===== src/rtl/ptbl_pkg.sv =====
package ptbl_pkg;

    localparam int TABLE_ENTRIES_DEF = 2048;

    localparam int          KEY_W     = 32;
    localparam int          TIME_W    = 64;
    localparam int          MT_W      = 42;
    localparam int          CNT_W     = 48;
    localparam int          CFG_IDX_W = 8;
    localparam int          CFG_W     = 32;
    localparam int          ADD_W     = 41;   // earned tokens, saturated at 2^40
    localparam int          SUM_W     = 51;   // bucket plus earned milli-tokens
    localparam int          DVD_W     = 96;   // elapsed * rate

    localparam logic [9:0]           MILLI      = 10'd1000;

    // M = ceil(2^82 / 5^9), split in two words.
    // For x < 2^70: floor(x / 1e9) = ((x >> 9) * M) >> 82
    localparam logic [31:0]          RCP_M_LO   = 32'd1303193958;
    localparam logic [29:0]          RCP_M_HI   = 30'd576460752;

    localparam logic [CFG_IDX_W-1:0] REG_REFILL_RATE = 8'd0;
    localparam logic [CFG_IDX_W-1:0] REG_BURST_LIMIT = 8'd1;

    typedef struct packed {
        logic valid;
        logic [KEY_W-1:0]  key;
        logic [MT_W-1:0]   mt;
        logic [TIME_W-1:0] last;
    } slot_t;

    typedef struct packed {
        logic clear_wr;
        logic accept;
        logic read_eval;
        logic mul_lo;
        logic mul_hi;
        logic div_load;
        logic rcp_lo;
        logic rcp_hi;
        logic rcp_sum;
        logic scale;
        logic update;
        logic commit;
    } cmd_t;

    typedef struct packed {
        logic clear_last;
        logic hit;
    } stat_t;

endpackage


===== src/rtl/ptbl_ctrl.sv =====
module ptbl_ctrl
    import ptbl_pkg::*;
(
    input  logic  clk,
    input  logic  rst_n,
    input  logic  in_valid,
    output logic  in_ready,
    output logic  out_valid,
    input  logic  out_ready,
    input  stat_t stat,
    output cmd_t  cmd
);

    typedef enum logic [11:0] {
        ST_CLEAR   = 12'b000000000001,
        ST_IDLE    = 12'b000000000010,
        ST_READ    = 12'b000000000100,
        ST_MUL_LO  = 12'b000000001000,
        ST_MUL_HI  = 12'b000000010000,
        ST_SUM     = 12'b000000100000,
        ST_RCP_LO  = 12'b000001000000,
        ST_RCP_HI  = 12'b000010000000,
        ST_RCP_SUM = 12'b000100000000,
        ST_SCALE   = 12'b001000000000,
        ST_UPDATE  = 12'b010000000000,
        ST_WRITE   = 12'b100000000000
    } state_t;

    state_t state_reg, state_next;
    logic   out_valid_reg, out_valid_next;
    logic   out_free;

    assign in_ready  = (state_reg == ST_IDLE);
    assign out_valid = out_valid_reg;
    assign out_free  = !out_valid_reg || out_ready;

    always_comb
    begin
        state_next     = state_reg;
        out_valid_next = out_valid_reg && !out_ready;
        cmd            = '0;
        case (state_reg)
            ST_CLEAR:
            begin
                cmd.clear_wr = 1'b1;
                if (stat.clear_last)
                begin
                    state_next = ST_IDLE;
                end
            end
            ST_IDLE:
            begin
                if (in_valid)
                begin
                    cmd.accept = 1'b1;
                    state_next = ST_READ;
                end
            end
            ST_READ:
            begin
                cmd.read_eval = 1'b1;
                state_next    = stat.hit ? ST_MUL_LO : ST_UPDATE;
            end
            ST_MUL_LO:
            begin
                cmd.mul_lo = 1'b1;
                state_next = ST_MUL_HI;
            end
            ST_MUL_HI:
            begin
                cmd.mul_hi = 1'b1;
                state_next = ST_SUM;
            end
            ST_SUM:
            begin
                cmd.div_load = 1'b1;
                state_next   = ST_RCP_LO;
            end
            ST_RCP_LO:
            begin
                cmd.rcp_lo = 1'b1;
                state_next = ST_RCP_HI;
            end
            ST_RCP_HI:
            begin
                cmd.rcp_hi = 1'b1;
                state_next = ST_RCP_SUM;
            end
            ST_RCP_SUM:
            begin
                cmd.rcp_sum = 1'b1;
                state_next  = ST_SCALE;
            end
            ST_SCALE:
            begin
                cmd.scale  = 1'b1;
                state_next = ST_UPDATE;
            end
            ST_UPDATE:
            begin
                cmd.update = 1'b1;
                state_next = ST_WRITE;
            end
            ST_WRITE:
            begin
                // hold here until the output stage can take the beat
                if (out_free)
                begin
                    cmd.commit     = 1'b1;
                    out_valid_next = 1'b1;
                    state_next     = ST_IDLE;
                end
            end
            default:
            begin
                state_next = ST_CLEAR;
            end
        endcase
    end

    always_ff @(posedge clk or negedge rst_n)
    begin
        if (!rst_n)
        begin
            state_reg     <= ST_CLEAR;
            out_valid_reg <= 1'b0;
        end
        else
        begin
            state_reg     <= state_next;
            out_valid_reg <= out_valid_next;
        end
    end

    a_accept_reads: assert property (@(posedge clk) disable iff (!rst_n)
        in_valid && in_ready |=> state_reg == ST_READ)
        else $error("accepted beat did not start a table read");

    a_out_from_write: assert property (@(posedge clk) disable iff (!rst_n)
        $rose(out_valid) |-> $past(state_reg == ST_WRITE))
        else $error("result appeared without a commit");

    a_no_overwrite: assert property (@(posedge clk) disable iff (!rst_n)
        cmd.commit |-> out_free)
        else $error("commit would overwrite an untaken result");

    a_clear_blocks_input: assert property (@(posedge clk) disable iff (!rst_n)
        cmd.clear_wr |-> !in_ready)
        else $error("input taken during table clear");

endmodule


===== config.mk =====
export PLATFORM = sky130hd
export DESIGN_NAME = ptbl_ctrl
export DESIGN_NICKNAME = d
export VERILOG_FILES = /design/src/rtl/ptbl_pkg.sv /design/src/rtl/ptbl_ctrl.sv
export SDC_FILE = /design/constraint.sdc
export NUM_CORES = 1
export LEC_CHECK = 0
export BUFFER_PORTS_ARGS = -buffer_cell sky130_fd_sc_hd__buf_2
export CAP_MARGIN = 20
export CORE_UTILIZATION = 50
export DETAILED_ROUTE_END_ITERATION = 8
export PLACE_DENSITY_LB_ADDON = 0.05
export SLEW_MARGIN = 10
export SYNTH_ARGS = -nofsm -noshare
export SYNTH_HDL_FRONTEND = slang
export SYNTH_SLANG_ARGS = --single-unit

===== constraint.sdc =====
create_clock -name clk -period 2.69 [get_ports clk]
set_clock_uncertainty 0.2 [all_clocks]
set_input_delay 0.4035 -clock clk [delete_from_list [all_inputs] [get_ports clk]]
set_output_delay 0.4035 -clock clk [all_outputs]
set_load 0.03 [all_outputs]

---- Word-level counts from Yosys, hierarchy flattened ----
Cells that the tools add are included.
storage, ports and cells
  register bits ........................... 13
  output and inout port bits .............. 14
  word-level logic and storage cells ...... 43
cells by class
  equality and inequality tests ........... 15
  multiplexer cells ....................... 21
  reductions and logical operators ........ 5
operators with widths
  operator                number
  $pmux W12 S12           1
  $mux W12                3
  $mux W1                 16
  $eq A12 B1 Y1 const B   1
  $eq A12 B10 Y1 const B  1
  $eq A12 B11 Y1 const B  1
  $eq A12 B12 Y1 const B  1
  $eq A12 B2 Y1 const B   1
  $eq A12 B3 Y1 const B   1
  $eq A12 B4 Y1 const B   1
  $eq A12 B5 Y1 const B   1
  $eq A12 B6 Y1 const B   1
  $eq A12 B7 Y1 const B   1
  $eq A12 B8 Y1 const B   1
  $eq A12 B9 Y1 const B   1
  $mux W11                1
  $ne A2 B2 Y1 const B    3
  $reduce_and A3 Y1       1
  $logic_not A1 Y1        2
  $logic_and A1 B1 Y1     1
  $logic_or A1 B1 Y1      1

---- Longest topological paths before layout ----
Gate-level depths: netlist of the first run.
  word-level depth ........................ 4
  gate-level depth with buffers ........... 6
  depth with buffers taken out ............ 4

---- Least setup slack after synthesis of the first run ----
No wires, ideal clock.
  path kind ............................... register to output
  start point ............................. reg state_reg[2]
  end point ............................... out cmd[7] (netlist bit)
  data arrival time ....................... 2.155 ns
  data required time ...................... 2.087 ns
  setup slack ............................. -0.068 ns
  stages on the path, launching flop included .. 5
  path buffers ............................ 2
  cell sequence ........................... dfrtp_1 > buf_6 > or4_4 > buf_6 > nor4b_1
RTL lines
  item                    RTL line          RTL
  start, declared         ptbl_ctrl.sv:29   state_t state_reg, state_next;
  start signal, assigned  ptbl_ctrl.sv:130  state_reg <= state_next;
  end, declared           ptbl_ctrl.sv:11   output cmd_t cmd

==> flow_metrics.py, run 1 <==
metrics = {
    "clocking": {
        "cts_tree": "yes",
        "cts_buffers": 3,
        "clockBufferDepth": 2,
        "cts_max_level": 1,
        "clk_pin_slew_ns": 0.07,
        "insertion_delay_ns": 0.27,
        "cts.root.buffer_cell": "clkbuf_4",
        "cts_sinks": 13,
    },
    "job": {
        "drv_cap": 0,
    },
    "synthesis": {
        "yosys_register_bits": 13,
        "yosys_warnings": 0,
        "ys_seq_area_share_pct": 39.1,
        "syn_nets": 100,
        "syn_avg_cell_area_um2": 8.89,
        "synth-simple-area-share_pct": 37.0,
        "synthCells": 94,
        "synthAdderAreaFrac_pct": 1.35,
        "synth_top_family_by_area": "simple AND/OR/NAND/NOR gates",
        "synth_xor_area_share_pct": 2.10,
        "syn-cell-area_um2": 836,
        "yosys.cell_types.count": 36,
        "synth_mux_area_share_pct": 0,
        "synth_compound_area_share_pct": 12.6,
    },
    "die": {
        "die_w_um": 42.9,
        "die_y_um": 42.9,
        "rows": 14,
        "core-area_um2": 1540,
        "die_area_um2": 1840,
        "initial_utilization_pct": 54.2,
        "io_pins": 20,
    },
    "timing": {
        "tns_ns": 0,
        "drv_slew": 0,
        "rsz0062_at_grt": "false",
        "layout_min_cycle_time_ns": 2.49,
        "finalHoldViolCount": 0,
        "fmax_ghz": 0.402,
        "max-slew-margin-rel_pct": 69.1,
        "setup_viol": 0,
        "worst_pin_slew_ns": 0.462,
        "finalCritPeriodShare_pct": 92.4,
    },
    "grt": {
        "antenna_found_initial": 0,
        "grt_overflow_total": 0,
        "grt_pass1_wl_um": 2950,
        "first_global_vias": 661,
        "groute.usage.overall_pct": 21.9,
        "grt_max_degree": 14,
    },
    "finish": {
        "syn_to_final_growth_pct": 16.6,
        "final_common_cell": "buf_2",
        "stdcell_area_um2": 975,
        "drive_gt1_share_pct": 30.0,
        "antenna_cells": 0,
        "fill_cells": 127,
        "largest_reg_flops": 12,
        "final_cell_mix": "buf_2 (19), dfrtp_1 (12), nor2_1 (10), nor4_1 (10)",
        "nets": 117,
    },
    "worst_setup_path": {
        "crit_family": "simple AND/OR/NAND/NOR gates",
        "reg2reg_to": "state_reg[1]",
        "worst-r2r-setup-slack_ns": 0.60,
        "cp_max_fo": 7,
        "worst_setup_path_end_kind": "output pin",
        "crit_required_ns": 2.09,
        "cp_num_buf_inv": 1,
        "path_cells": "nor4_4, nand4_1, nor3b_1, buf_2",
        "reg2reg_from": "state_reg[6]",
        "critPathLaunchType": "flip-flop",
        "max_stage_delay_ns": 0.48,
        "crit_arrival_ns": 1.88,
        "critPathSlowestCell": "dfrtp_1",
        "reg2reg_depth": 4,
        "crit_type": "reg -> out",
    },
    "pwr": {
        "power.internal_uw": 372,
        "power_density_nw_per_um2": 661,
        "peakVddDrop_mv": 0.392,
        "seqPwrFrac_pct": 39.7,
        "power_switching_uw": 272,
        "switching_share_pct": 42.2,
        "pwr-share-clk_pct": 18.2,
        "power_leakage_uw": 0.000451,
        "comb_power_share_pct": 42.1,
    },
    "hold_path": {
        "hp-class": "in -> reg",
        "whs_path_depth": 3,
        "whs_endpoint": "state_reg[3]",
        "hold_path.startpoint": "stat[0]",
    },
    "routing": {
        "avgRoutedWirePerCell_um": 13.8,
        "drt-total-wl_um": 1750,
        "vias": 735,
        "ant_nets": 0,
        "drc": 0,
        "drt_iter0_drc": 28,
        "vias_per_cell": 5.83,
        "drt-pass1-iter-count": 4,
    },
    "place": {
        "dp_hpwl_um": 1280,
        "globalplace.congestion": 0.841,
        "io_buffer_count": 19,
        "postPlaceCellArea_um2": 910,
    },
    "outcome": {
        "status": "finished clean",
    },
}
layer usage:
metal  part of all wire [%]  routed length, um  vias up  track usage (%)
li1                       -                  -      373                -
met1                     47                823      341             30.7
met2                     48                829       19             31.2
met3                    4.1                 72        2             7.66
met4                    1.1                 19        0             7.50
met5                      0                  0        -                0
cell usage after synthesis (all sizes together):
master	instances	area share (%)
a2111o	1	1.3
a21o	1	0.90
a21oi	2	1.2
a311o	1	1.3
a311oi	1	1.8
a32o	1	1.2
buf	4	3.9
clkbuf	4	1.8
dfrtp	12	36
dfstp	1	3.1
inv	5	2.2
maj3	1	1.3
nand2	5	2.2
nand2b	5	3.7
nand3	3	1.8
nand4	2	1.5
nor2	10	4.5
nor2b	2	1.5
nor3	2	1.2
nor3b	3	2.7
nor4	13	11
nor4b	2	2.1
o2111ai	1	1.0
o211ai	1	0.90
o21a	1	0.90
o21ai	2	1.2
o22ai	1	0.75
or2	1	0.75
or2b	1	0.90
or3	2	1.5
or4	1	1.3
xnor2	1	1.0
xor2	1	1.0
logic make-up after synthesis:
group | after synthesis
simple gates | 52
buf+inv | 13
flops | 13
xor+xnor | 2
compound gates | 13
fa+ha+maj | 1
tightest hold or removal path, stage by stage:
cell and delay, ns:
buf_2 0.09, inv_1 0.07, nor3_1 0.05
timing repair:
action	CTS	global route
endpoints found under the setup margin	0	4
endpoints found under the hold margin	12	0
hold buffers	1	0
gates resized for setup	0	4
setup buffers	0	0
final cells by class:
type | instances | area [um2] | area share, %
well taps | 16 | 20.0 | 2.05
multi-input cells | 68 | 478 | 49.0
clock buffers | 4 | 26.3 | 2.70
flip-flops and latches | 13 | 327 | 33.5
repair buffers | 20 | 105 | 10.8
inverters | 5 | 18.8 | 1.93
power groups by stage:
stage	Clock (uW)	Sequential, uW	Combinational (uW)
2_1_floorplan	0	231	239
3_5_place_dp	0	257	260
4_1_cts	121	253	262
5_1_grt	131	260	300
3_3_place_gp	0	256	258
6_report	117	256	272
per-stage QoR:
step                total power (uW)  worst slack (ns)  hold slack (ns)  utilization [%]  instances
global route                     690            0.0262            0.184             63.2        126
floorplan                        469            0.0211          -0.0921                -         94
detailed placement               517             0.416            0.103             59.0        121
global placement                 513             0.439           0.0992             59.0        121
CTS                              636             0.106            0.175             61.4        126
finish                           644             0.204            0.184             63.2        126
worst max-delay path by stage:
stage,depth (start not counted),start,endpoint
CTS,4,state_reg[9],cmd[5]
global route,4,state_reg[4],cmd[4]
floorplan,4,state_reg[9],cmd[4]
finish,4,state_reg[6],cmd[2]
detailed placement,4,state_reg[9],cmd[4]
global placement,4,state_reg[9],cmd[5]
Power figures use the tool's default switching activity.
==> run 2, diff against run 1 <==
--- a/config.mk
+++ b/config.mk
@@ -7,7 +7,7 @@
 export LEC_CHECK = 0
 export BUFFER_PORTS_ARGS = -buffer_cell sky130_fd_sc_hd__buf_2
 export CAP_MARGIN = 20
-export CORE_UTILIZATION = 50
+export CORE_UTILIZATION = 51
 export DETAILED_ROUTE_END_ITERATION = 8
 export PLACE_DENSITY_LB_ADDON = 0.05
 export SLEW_MARGIN = 10
==> run 2 against run 1 <==
Effect of this change: global-route usage shrank 0.75 points; total power rose by 1.3%; register-to-register slack worse by 0.02 ns; clock power rose by 9%; hold slack got worse by 0.014 ns; fmax is 2.1% lower; cell area is 0.64% lower; critical path depth is the same; combinational power about the same; critical endpoint unchanged; largest power group unchanged; highest routed layer unchanged.
==> flow_metrics.py, run 2 (synthesis results as in run 1) <==
metrics = {
    "pwr": {
        "power_density_nw_per_um2": 674,
        "pwr-share-clk_pct": 19.4,
        "comb_power_share_pct": 41.3,
        "power_leakage_uw": 0.000451,
        "power.internal_uw": 372,
        "seqPwrFrac_pct": 39.3,
        "switching_share_pct": 43.0,
        "finalPower_uw": 653,
        "power_switching_uw": 281,
        "peakVddDrop_mv": 0.291,
    },
    "worst_setup_path": {
        "crit_arrival_ns": 1.94,
        "worst-path-stages": 4,
        "cp_num_buf_inv": 1,
        "max_stage_delay_ns": 0.44,
        "crit_type": "reg -> out",
        "path_cells": "nor2_1, nand4_1, nor3b_1, buf_2",
        "cp_max_fo": 6,
        "crit_family": "simple AND/OR/NAND/NOR gates",
        "critPathSlowestCell": "dfrtp_1",
        "worst_setup_path_end_kind": "output pin",
        "reg2reg_depth": 4,
        "critPathLaunchType": "flip-flop",
        "crit_required_ns": 2.09,
    },
    "finish": {
        "utilization_pct": 63.5,
        "drive_gt1_share_pct": 29.1,
        "final_common_cell": "buf_2",
        "nets": 117,
        "largest_reg_flops": 12,
        "fill_cells": 138,
        "syn_to_final_growth_pct": 15.9,
        "final_cell_mix": "buf_2 (19), dfrtp_1 (12), nor4_1 (11)",
        "antenna_cells": 0,
        "layoutNonFillerInstCount": 126,
    },
    "routing": {
        "drt_iter0_drc": 7,
        "drt-pass1-iter-count": 4,
        "vias": 768,
        "drt-total-wl_um": 1870,
        "vias_per_cell": 6.10,
        "drc": 0,
        "avgRoutedWirePerCell_um": 14.8,
        "ant_nets": 0,
    },
    "place": {
        "io_buffer_count": 19,
        "place_inst": 121,
        "place_ws_ns": 0.410,
        "globalplace.congestion": 0.803,
        "dp_hpwl_um": 1350,
    },
    "clocking": {
        "cts_max_level": 1,
        "clockBufferDepth": 2,
        "cts_sinks": 13,
        "insertion_delay_ns": 0.28,
        "cts_setup_buffers": 0,
        "cts_tree": "yes",
        "clk_pin_slew_ns": 0.08,
        "cts.root.buffer_cell": "clkbuf_4",
        "cts_buffers": 3,
    },
    "job": {
        "drv_cap": 0,
    },
    "die": {
        "die_w_um": 42.5,
        "core-area_um2": 1520,
        "io_pins": 20,
        "initial_utilization_pct": 54.8,
        "die_area_um2": 1800,
        "die_y_um": 42.5,
        "rows": 14,
    },
    "timing": {
        "drv_slew": 0,
        "worst_pin_slew_ns": 0.439,
        "setup_viol": 0,
        "fmax_ghz": 0.394,
        "finalCritPeriodShare_pct": 94.4,
        "setup_ws_ns": 0.150,
        "max-slew-margin-rel_pct": 70.6,
        "finalHoldViolCount": 0,
        "rsz0062_at_grt": "false",
        "layout_min_cycle_time_ns": 2.54,
        "tns_ns": 0,
    },
    "grt": {
        "grt_max_degree": 14,
        "first_global_vias": 703,
        "grt_pass1_wl_um": 2930,
        "groute.usage.overall_pct": 21.2,
        "antenna_found_initial": 0,
        "grt_overflow_total": 0,
    },
    "hold_path": {
        "whs_path_depth": 3,
        "hp-class": "in -> reg",
    },
    "outcome": {
        "status": "finished clean",
    },
}
run 2: worst reg2reg max path: cells and delay by family (launching register included):
family           cells  cell delay (ns)
flip-flops           1             0.44
AO/OA/AOI/OAI        1             0.27
AND/OR/NAND/NOR      3             1.09
run 2: final timing paths:
| check | startpoint | endpoint | slack (ns) |
|---|---|---|---|
| max | state_reg[4] | cmd[2] | 0.15 |
| min | stat[0] | state_reg[3] | 0.17 |
| max reg2reg | state_reg[4] | state_reg[1] | 0.58 |
| min reg2reg | out_valid | out_valid | 0.33 |
| max in group asynchronous | rst_n | state_reg[0] | 1.69 |
| min in group asynchronous | rst_n | state_reg[3] | 0.32 |
run 2: layer usage:
metal | GRT usage (%) | wire length (um) | vias up
li1 | - | - | 384
met1 | 29.1 | 880 | 361
met2 | 30.8 | 882 | 18
met3 | 4.31 | 72 | 5
met4 | 11.9 | 31 | 0
met5 | 0 | 0 | -
run 2: power by group through the flow:
stage / Combinational [uW] / Sequential (uW) / Clock [uW]
finish: 269 / 257 / 127
global route: 295 / 260 / 132
CTS: 262 / 254 / 126
detailed placement: 259 / 258 / 0
global placement: 259 / 256 / 0
floorplan: 239 / 231 / 0
run 2: per-stage QoR:
| step | instance area (um2) | hold WS (ns) |
|---|---|---|
| finish | 968 | 0.170 |
| global route | 968 | 0.182 |
| CTS | 946 | 0.161 |
| detailed placement | 910 | 0.102 |
| global placement | 910 | 0.103 |
| floorplan | 842 | -0.0921 |
run 2: cell type report:
cell class                 count  area [um2]  area share [%]
clock buffer                   4        26.3            2.71
sequential                    13         327            33.7
timing repair buffer          20         105            10.9
multi-input combinational     68         472            48.7
inverter                       5        18.8            1.94
tap                           16        20.0            2.07
run 2: repair_timing:
| action | 4_1_cts | 5_1_grt |
|---|---|---|
| setup endpoints to repair | 0 | 5 |
| endpoints found under the hold margin | 12 | 0 |
| hold buffers | 1 | 0 |
| resized for setup | 0 | 3 |
==> run 3, diff against run 2 <==
--- a/config.mk
+++ b/config.mk
@@ -7,7 +7,7 @@
 export LEC_CHECK = 0
 export BUFFER_PORTS_ARGS = -buffer_cell sky130_fd_sc_hd__buf_2
 export CAP_MARGIN = 20
-export CORE_UTILIZATION = 51
+export CORE_UTILIZATION = 55
 export DETAILED_ROUTE_END_ITERATION = 8
 export PLACE_DENSITY_LB_ADDON = 0.05
 export SLEW_MARGIN = 10
==> constraint.sdc (replaced) <==
create_clock -name clk -period 3.1 [get_ports clk]
set_clock_uncertainty 0.2 [all_clocks]
set_input_delay 0.465 -clock clk [delete_from_list [all_inputs] [get_ports clk]]
set_output_delay 0.465 -clock clk [all_outputs]
set_load 0.03 [all_outputs]
==> run 3 against run 2 <==
Effect of this change: total power is 15% lower; count of clock-buffer cells in the layout unchanged; core utilization rose by 6.0 points; non-clock buffer count unchanged; largest power group unchanged.
==> flow_metrics.py, run 3 (synthesis results as in run 1) <==
metrics = {
    "routing": {
        "vias_per_cell": 6.14,
        "avgRoutedWirePerCell_um": 14.0,
        "highest_layer": "met4",
        "drt-pass1-iter-count": 4,
        "ant_nets": 0,
        "wl_met2_um": 789,
        "wl_met1_um": 828,
        "vias": 767,
        "drc": 0,
        "drt_iter0_drc": 21,
        "wl_met3_um": 99,
        "drt-total-wl_um": 1750,
    },
    "finish": {
        "antenna_cells": 0,
        "final_common_cell": "buf_2",
        "syn_to_final_growth_pct": 12.3,
        "nets": 117,
        "largest_reg_flops": 12,
        "final_cell_mix": "buf_2 (19), dfrtp_1 (12), nor4_1 (11)",
        "drive_gt1_share_pct": 27.3,
    },
    "worst_setup_path": {
        "cp_max_fo": 8,
        "critPathSlowestCell": "dfrtp_1",
        "cp_num_buf_inv": 1,
        "crit_arrival_ns": 2.05,
        "crit_family": "simple AND/OR/NAND/NOR gates",
        "crit_required_ns": 2.43,
        "max_stage_delay_ns": 0.48,
        "critPathCapture": "cmd[4]",
        "worst-path-stages": 4,
        "critPathLaunchType": "flip-flop",
        "crit_type": "reg -> out",
        "reg2reg_depth": 4,
        "crit_path_start": "state_reg[9]",
        "reg2reg_from": "state_reg[6]",
        "worst_setup_path_end_kind": "output pin",
        "reg2reg_to": "state_reg[1]",
        "worst-r2r-setup-slack_ns": 0.97,
        "path_cells": "nor4_2, nand3_1, nor4_1, buf_2",
    },
    "timing": {
        "setup_viol": 0,
        "hold_ws_ns": 0.214,
        "tns_ns": 0,
        "rsz0062_at_grt": "false",
        "fmax_ghz": 0.368,
        "drv_slew": 0,
        "max-slew-margin-rel_pct": 74.9,
        "finalHoldViolCount": 0,
        "worst_pin_slew_ns": 0.376,
        "layout_min_cycle_time_ns": 2.72,
        "finalCritPeriodShare_pct": 87.7,
    },
    "clocking": {
        "cts_setup_buffers": 0,
        "cts_buffers": 3,
        "insertion_delay_ns": 0.29,
        "clockBufferDepth": 2,
        "clk_pin_slew_ns": 0.08,
        "cts_hold_buf": 1,
        "cts_sinks": 13,
        "post_cts_resized": 0,
        "cts_max_level": 1,
        "cts.root.buffer_cell": "clkbuf_4",
        "cts_tree": "yes",
    },
    "pwr": {
        "finalPower_uw": 556,
        "power_density_nw_per_um2": 592,
        "peakVddDrop_mv": 0.308,
        "power_leakage_uw": 0.000437,
    },
    "die": {
        "die_area_um2": 1680,
        "io_pins": 20,
        "rows": 13,
        "core-area_um2": 1350,
        "die_y_um": 41.0,
        "initial_utilization_pct": 61.9,
        "die_w_um": 41.0,
    },
    "place": {
        "dp_hpwl_um": 1250,
        "io_buffer_count": 19,
        "globalplace.congestion": 0.808,
    },
    "hold_path": {
        "hp-class": "in -> reg",
    },
    "grt": {
        "first_global_vias": 622,
        "grt_overflow_total": 0,
        "grt_pass1_wl_um": 2620,
        "groute.usage.overall_pct": 25.3,
        "antenna_found_initial": 0,
        "grt_max_degree": 14,
    },
    "job": {
        "drv_cap": 0,
    },
    "outcome": {
        "status": "finished clean",
    },
}
==> run 3: how the worst min path moves through the flow <==
stage / start / endpoint / slack, ns / depth (start not counted)
final: stat[0] / state_reg[3] / 0.21 / 3
after global routing: stat[0] / state_reg[3] / 0.23 / 3
after CTS: stat[0] / state_reg[3] / 0.21 / 3
after detailed placement: rst_n / state_reg[5] / 0.16 / 1
after global placement: rst_n / state_reg[5] / 0.16 / 1
after floorplan: rst_n / out_valid / -0.03 / 0
==> run 3: cell type report <==
class / count / area (um2)
flip-flops and latches: 13 / 327
clock buffers: 4 / 26.3
repair buffers: 20 / 105
well taps: 15 / 18.8
multi-input cells: 68 / 443
fillers: 110 / 412
inverters: 5 / 18.8
==> run 3: report_power, final <==
group | total, uW | switching, uW | internal [uW] | leakage [uW]
registers | 221 | 29.1 | 192 | 0.000176
clock network | 110 | 60.2 | 50.1 | 0.0000150
logic | 224 | 147 | 77.8 | 0.000246
==> run 3: per-layer routing <==
layer  up-vias  track usage (%)
li1        377                -
met5         -                0
met4         0             15.0
met2        23             37.9
met3         5             8.15
met1       362             31.3
==> run 3: worst register-to-register path: stages (launching register included) <==
cell     delay (ns)
dfrtp_1        0.47
nor4_2         0.43
nand4_1        0.24
or3_1          0.42
a32o_1         0.27
==> run 3: per-stage QoR <==
| step | std cells | cell area (um2) | worst slack, ns | utilization [%] |
|---|---|---|---|---|
| finish | 125 | 938 | 0.381 | 69.5 |
| global route | 125 | 938 | 0.170 | 69.5 |
| CTS | 125 | 938 | 0.371 | 69.5 |
| detailed placement | 120 | 902 | 0.705 | 66.8 |
| global placement | 120 | 902 | 0.737 | 66.8 |
| floorplan | 94 | 836 | 0.280 | - |
